===== src/hdl/tcrs_pkg.sv =====
`timescale 1ns / 1ps

package tcrs_pkg;

    localparam int NUM_REGS    = 6;
    localparam int CFG_W       = 16;
    localparam int CFG_IDX_W   = 3;
    localparam int PIX_W       = 9;
    localparam int IN_TDATA_W  = 8;
    localparam int OUT_TDATA_W = 24;
    localparam int PROD_W      = 2 * CFG_W;
    localparam int DIFF_W      = CFG_W + 1;

    typedef logic [CFG_IDX_W-1:0] t_reg_idx;

    localparam t_reg_idx REG_AX = 3'd0;
    localparam t_reg_idx REG_AY = 3'd1;
    localparam t_reg_idx REG_BX = 3'd2;
    localparam t_reg_idx REG_BY = 3'd3;
    localparam t_reg_idx REG_CX = 3'd4;
    localparam t_reg_idx REG_CY = 3'd5;

    typedef logic [NUM_REGS-1:0][CFG_W-1:0] t_cfg_regs;

    // element order: cy, cx, by, bx, ay, ax
    localparam t_cfg_regs CFG_RESET = '{16'd4800, 16'd4800, 16'd4800,
                                         16'd1600, 16'd1600, 16'd3200};

    typedef enum logic [1:0] {
        ORIENT_DEGEN = 2'd0,
        ORIENT_POS   = 2'd1,
        ORIENT_NEG   = 2'd2
    } t_orient;

    typedef logic [1:0] t_settle;

    localparam t_settle SETTLE_CYCLES = 2'd3;

endpackage


===== src/hdl/tcrs_setup.sv =====
`timescale 1ns / 1ps

module tcrs_setup #(
    parameter int FRACTION_BITS = 4,
    parameter int EDGE_W        = 37
) (
    input  logic                     i_clk,
    input  tcrs_pkg::t_cfg_regs      i_regs,
    output logic signed [EDGE_W-1:0] o_edge_start [3],
    output logic signed [EDGE_W-1:0] o_step_col [3],
    output logic signed [EDGE_W-1:0] o_step_row [3],
    output tcrs_pkg::t_orient        o_orient
);

    import tcrs_pkg::*;

    logic        [CFG_W-1:0]  ax, ay, bx, by, cx, cy;
    logic        [PROD_W-1:0] r_prod_pos [3];
    logic        [PROD_W-1:0] r_prod_neg [3];
    logic signed [DIFF_W-1:0] r_dcol [3];
    logic signed [DIFF_W-1:0] r_drow [3];
    logic signed [PROD_W:0]   edge_diff [3];
    logic signed [EDGE_W-1:0] r_edge [3];
    logic signed [EDGE_W-1:0] r_scol [3];
    logic signed [EDGE_W-1:0] r_srow [3];
    logic signed [EDGE_W-1:0] area2;
    t_orient                  r_orient;
    t_orient                  n_orient;

    assign ax = i_regs[REG_AX];
    assign ay = i_regs[REG_AY];
    assign bx = i_regs[REG_BX];
    assign by = i_regs[REG_BY];
    assign cx = i_regs[REG_CX];
    assign cy = i_regs[REG_CY];

    // stage 1: cross products and vertex differences
    always_ff @(posedge i_clk) begin
        r_prod_pos[0] <= bx * cy;
        r_prod_neg[0] <= cx * by;
        r_prod_pos[1] <= cx * ay;
        r_prod_neg[1] <= ax * cy;
        r_prod_pos[2] <= ax * by;
        r_prod_neg[2] <= bx * ay;
        r_dcol[0]     <= $signed({1'b0, by}) - $signed({1'b0, cy});
        r_dcol[1]     <= $signed({1'b0, cy}) - $signed({1'b0, ay});
        r_dcol[2]     <= $signed({1'b0, ay}) - $signed({1'b0, by});
        r_drow[0]     <= $signed({1'b0, cx}) - $signed({1'b0, bx});
        r_drow[1]     <= $signed({1'b0, ax}) - $signed({1'b0, cx});
        r_drow[2]     <= $signed({1'b0, bx}) - $signed({1'b0, ax});
    end

    // stage 2: edge values at the origin and per-pixel steps
    always_comb begin
        for (int k = 0; k < 3; k++) begin
            edge_diff[k] = $signed({1'b0, r_prod_pos[k]}) - $signed({1'b0, r_prod_neg[k]});
        end
    end

    always_ff @(posedge i_clk) begin
        for (int k = 0; k < 3; k++) begin
            r_edge[k] <= EDGE_W'(edge_diff[k]);
            r_scol[k] <= EDGE_W'(r_dcol[k]) <<< FRACTION_BITS;
            r_srow[k] <= EDGE_W'(r_drow[k]) <<< FRACTION_BITS;
        end
    end

    // stage 3: sign of twice the area
    assign area2 = r_edge[0] + r_edge[1] + r_edge[2];

    always_comb begin
        if (area2 > 0) begin
            n_orient = ORIENT_POS;
        end else if (area2 < 0) begin
            n_orient = ORIENT_NEG;
        end else begin
            n_orient = ORIENT_DEGEN;
        end
    end

    always_ff @(posedge i_clk) begin
        r_orient <= n_orient;
    end

    assign o_edge_start = r_edge;
    assign o_step_col   = r_scol;
    assign o_step_row   = r_srow;
    assign o_orient     = r_orient;

endmodule


===== config.mk =====
export PLATFORM = sky130hd
export DESIGN_NAME = tcrs_setup
export DESIGN_NICKNAME = d
export VERILOG_FILES = /design/src/hdl/tcrs_pkg.sv /design/src/hdl/tcrs_setup.sv
export SDC_FILE = /design/constraint.sdc
export NUM_CORES = 2
export LEC_CHECK = 0
export ABC_CLOCK_PERIOD_IN_PS = 14750
export BUFFER_PORTS_ARGS = -buffer_cell sky130_fd_sc_hd__buf_2
export CAP_MARGIN = 15
export CORE_MARGIN = 2
export CORE_UTILIZATION = 65
export CTS_BUF_LIST = sky130_fd_sc_hd__clkbuf_8
export CTS_CLUSTER_DIAMETER = 200
export DETAILED_ROUTE_END_ITERATION = 6
export HOLD_SLACK_MARGIN = 0.15
export MAX_ROUTING_LAYER = met4
export PLACE_DENSITY = 0.86
export SLEW_MARGIN = 40
export SYNTH_ARGS = -nofsm -noshare
export SYNTH_HDL_FRONTEND = slang
export SYNTH_SLANG_ARGS = --single-unit

===== constraint.sdc =====
create_clock -name i_clk -period 14.75 [get_ports i_clk]
set_clock_uncertainty 0.15 [all_clocks]
set_input_delay 2.2125 -clock i_clk [delete_from_list [all_inputs] [get_ports i_clk]]
set_output_delay 2.2125 -clock i_clk [all_outputs]
set_load 0.005 [all_outputs]

==> impl_metrics.env <==
export IMPL_outcome="finished with violations"
export IMPL_violated_checks="design-rule violations"
export IMPL_critPathLaunchType="input port"
export IMPL_detail_route_antenna_nets=0
export IMPL_ys_async_sr_fraction_pct=0
export IMPL_post_route_cells_drive_above_1_share_pct=8.06
export IMPL_drc=7
export IMPL_clock_tree_htree_level_count=3
export IMPL_mostFrequentLayoutCells="sky130_fd_sc_hd__inv_1, sky130_fd_sc_hd__fa_1, sky130_fd_sc_hd__nand2_1"
export IMPL_vias_after_detailed_routing=59501
export IMPL_post_detailed_route_wirelength_per_cell_um=25.0
export IMPL_synth_top_area_share_pct=33.9
export IMPL_adder_and_majority_gate_portion_of_the_synthesized_area_pct=48.8
export IMPL_clk_latency_worst_skew_pair_ps=810
export IMPL_final_setup_tns_ps=0
export IMPL_drt_first_pass_iters=7
export IMPL_cts_setup_buffers=0
export IMPL_cts_buffers_inserted=86
export IMPL_final_cell_count_no_fill=9872
export IMPL_worstRegToRegCells=14
export IMPL_crit_path_frequent_cell="sky130_fd_sc_hd__fa_1"
export IMPL_globalRouteTotalUtil_pct=45.6
export IMPL_worstPathRequired_ps=15280
export IMPL_floorplan_die_height_um=335
export IMPL_hpwl_um=194000
export IMPL_timing_rr_start="o_edge_start[1]"
export IMPL_timing_final_setup_violations=0
export IMPL_clk_pin_slew_ps=60
export IMPL_hold_viol_final=0
export IMPL_post_synth_and_or_nand_nor_area_fraction_pct=13.8
export IMPL_die_area_sq_mm=0.112
export IMPL_number_of_enable_flip_flop_cells_after_synthesis=0
export IMPL_placedCellCount=9685
export IMPL_die_x_um=335
export IMPL_cts_hold_buffers=0
export IMPL_core_area_sq_mm=0.109
export IMPL_ys_top_cells_by_area="sky130_fd_sc_hd__fa_1, sky130_fd_sc_hd__ha_1, sky130_fd_sc_hd__dfxtp_1"
export IMPL_sequential_fraction_of_the_synthesis_area_pct=14.0
export IMPL_timing_critical_path_slowest_stage_cell="sky130_fd_sc_hd__clkinv_1"
export IMPL_grt_overflow=0
export IMPL_holdCritPathClass="reg -> reg"
export IMPL_synth_seq_cells=497
export IMPL_layout_area_overhead_vs_synth_pct=6.21
export IMPL_slowest_delay_ps=830
export IMPL_post_synth_cell_area_avg_sq_um=8.70
export IMPL_min_delay_worst_endpoint="o_step_col[44]"
export IMPL_clkSinkCount=497
export IMPL_synthDominantAreaCellType="sky130_fd_sc_hd__fa_1"
export IMPL_vias_per_cell=6.03
export IMPL_cp_top_family="adder cells"
export IMPL_hold_depth=0
export IMPL_synth_mux_area_fraction_pct=0.144
export IMPL_maximum_number_of_pins_on_one_net_before_global_route_repair=31
export IMPL_syn_cell_area_sq_mm=0.0713
export IMPL_synth_top_family_by_area="adder cells"
export IMPL_hold_path_startpoint="r_dcol[0][20]"
export IMPL_placementRows=121
export IMPL_postCtsResizedCells=0
export IMPL_path_class="in -> reg"
export IMPL_clock_tree_root_cell="sky130_fd_sc_hd__clkbuf_8"
export IMPL_timing_critical_path_fanout_max=19
export IMPL_timing_rr_end="o_orient[0]"
export IMPL_worstPathBufferInverterCount=7
export IMPL_antenna_violations_before_repair=26
export IMPL_synth_warnings=0
export IMPL_finalMaxSlewViolations=0
export IMPL_global_route_wire_length_before_repair_um=367000
export IMPL_detail_route_iter0_violations=6147
export IMPL_worst_endpoint_arrival_ps=9540
export IMPL_place_gp_congestion=1.05
export IMPL_yosys_area_share_xor_xnor_pct=3.67
export IMPL_tritoncts="done"
export IMPL_ys_flop_type="sky130_fd_sc_hd__dfxtp_1"
export IMPL_drt_total_wl_um=246000
export IMPL_maxCapViolCount=0
export IMPL_max_root_sink_buffers=3
export IMPL_io_pins=432
export IMPL_dp_slack_ps=5100
export IMPL_fin_crit_sh_pct=61.1
export IMPL_floorplan_initialDensity_pct=65.5
export IMPL_via_count_of_the_first_global_routing_pass=61164
export IMPL_layout_setup_ws_ps=5730
export IMPL_r2r_setup_slack_ps=9210
export IMPL_fin_nets=10512
export IMPL_timing_fmax_mhz=111
export IMPL_unique_cell_type_count_in_the_yosys_netlist=85
export IMPL_post_synth_inst_count=8192
export IMPL_rsz0062_at_grt="no"
export IMPL_max_slew_margin_pct=36.2
export IMPL_most_common_library_cell_in_the_layout_ignoring_fill_and_taps="sky130_fd_sc_hd__inv_1"
export IMPL_endpoint_kind="flip-flop"
export IMPL_synth_compound_area_share_pct=8.00
export IMPL_buffers_added_on_ports=407
export IMPL_final_min_clock_period_ps=9020
export IMPL_timing_worst_slew_pin_value_ps=950
[final cells by class]
type	instances	area, sq um
multi-input cells	5647	53200
well taps	1414	1770
repair buffers	490	2660
clock inverters	54	484
clock buffers	102	1400
inverters	1637	6150
flip-flops and latches	497	9950
fillers	8336	33100
diodes	31	77.6
[cells by family after synthesis]
| kind of cell | count (synthesis) |
|---|---|
| muxes | 10 |
| AOI/OAI and AO/OA | 888 |
| DFF | 497 |
| and+or+nand+nor | 2370 |
| xor gates and xnor gates | 299 |
| buffers and inverters | 2071 |
| adders and majority gates | 2056 |
| other | 1 |
[state kept, by name (all words and copies together), names as in the netlist]
register      cells
o_orient          2
o_step_row       51
r_dcol           51
r_drow           51
r_prod_pos       96
r_prod_neg       96
o_edge_start     99
o_step_col       51
[cell usage after synthesis (9+ instances only)]
library cell / count
sky130_fd_sc_hd__nand4_1: 22
sky130_fd_sc_hd__xnor2_1: 216
sky130_fd_sc_hd__and3_1: 31
sky130_fd_sc_hd__buf_1: 23
sky130_fd_sc_hd__o21ai_0: 171
sky130_fd_sc_hd__nand3b_1: 9
sky130_fd_sc_hd__clkbuf_1: 275
sky130_fd_sc_hd__o21bai_1: 29
sky130_fd_sc_hd__nor2_1: 962
sky130_fd_sc_hd__clkinv_1: 26
sky130_fd_sc_hd__inv_1: 1607
sky130_fd_sc_hd__nor3b_1: 9
sky130_fd_sc_hd__xor2_1: 83
sky130_fd_sc_hd__a211o_1: 12
sky130_fd_sc_hd__a211oi_1: 35
sky130_fd_sc_hd__a31oi_1: 30
sky130_fd_sc_hd__a311oi_1: 9
sky130_fd_sc_hd__o21a_1: 44
sky130_fd_sc_hd__or2_2: 15
sky130_fd_sc_hd__o31ai_1: 15
sky130_fd_sc_hd__dfxtp_1: 497
sky130_fd_sc_hd__a21oi_1: 257
sky130_fd_sc_hd__nor4_1: 10
sky130_fd_sc_hd__o211ai_1: 16
sky130_fd_sc_hd__a21o_1: 114
sky130_fd_sc_hd__a21boi_1: 11
sky130_fd_sc_hd__a2111oi_0: 14
sky130_fd_sc_hd__fa_1: 1207
sky130_fd_sc_hd__nand2b_1: 64
sky130_fd_sc_hd__ha_1: 849
sky130_fd_sc_hd__or3_1: 25
sky130_fd_sc_hd__nand2_1: 990
sky130_fd_sc_hd__nand3_1: 68
sky130_fd_sc_hd__nor3_1: 74
sky130_fd_sc_hd__a21boi_0: 27
sky130_fd_sc_hd__o21ai_1: 20
sky130_fd_sc_hd__buf_4: 132
sky130_fd_sc_hd__nor2b_1: 66
[metrics by stage]
stage	hold WS (ps)	area (sq um)	utilization, %
2_1_floorplan	160	71400	-
4_1_cts	164	75600	69.4
3_5_place_dp	162	73700	67.7
5_1_grt	163	75700	69.5
6_report	165	75700	69.6
3_3_place_gp	160	73600	67.7
[how the worst max path moves through the flow]
stage                     depth (start not counted)  slack [ps]           endpoint       start
after floorplan                                  25        6120  r_prod_pos[0][28]  i_regs[85]
after global placement                           24        4750  r_prod_pos[0][30]  i_regs[36]
after detailed placement                         25        5100  r_prod_pos[0][30]  i_regs[36]
after CTS                                        25        5920  r_prod_pos[0][30]  i_regs[36]
after global routing                             25        5230  r_prod_pos[0][24]  i_regs[36]
final                                            25        5730  r_prod_pos[0][30]  i_regs[36]
[layer usage]
layer / global-route usage (%) / wire length [um] / up-vias
met2: 66.0 / 104000 / 4196
met4: 30.0 / 20200 / 0
met5: - / 0 / -
li1: - / - / 25437
met1: 52.4 / 84700 / 28735
met3: 18.2 / 37800 / 1133
Power is not shown: default switching activity piles up to over one toggle a cycle in this logic, so the estimate is an artifact.
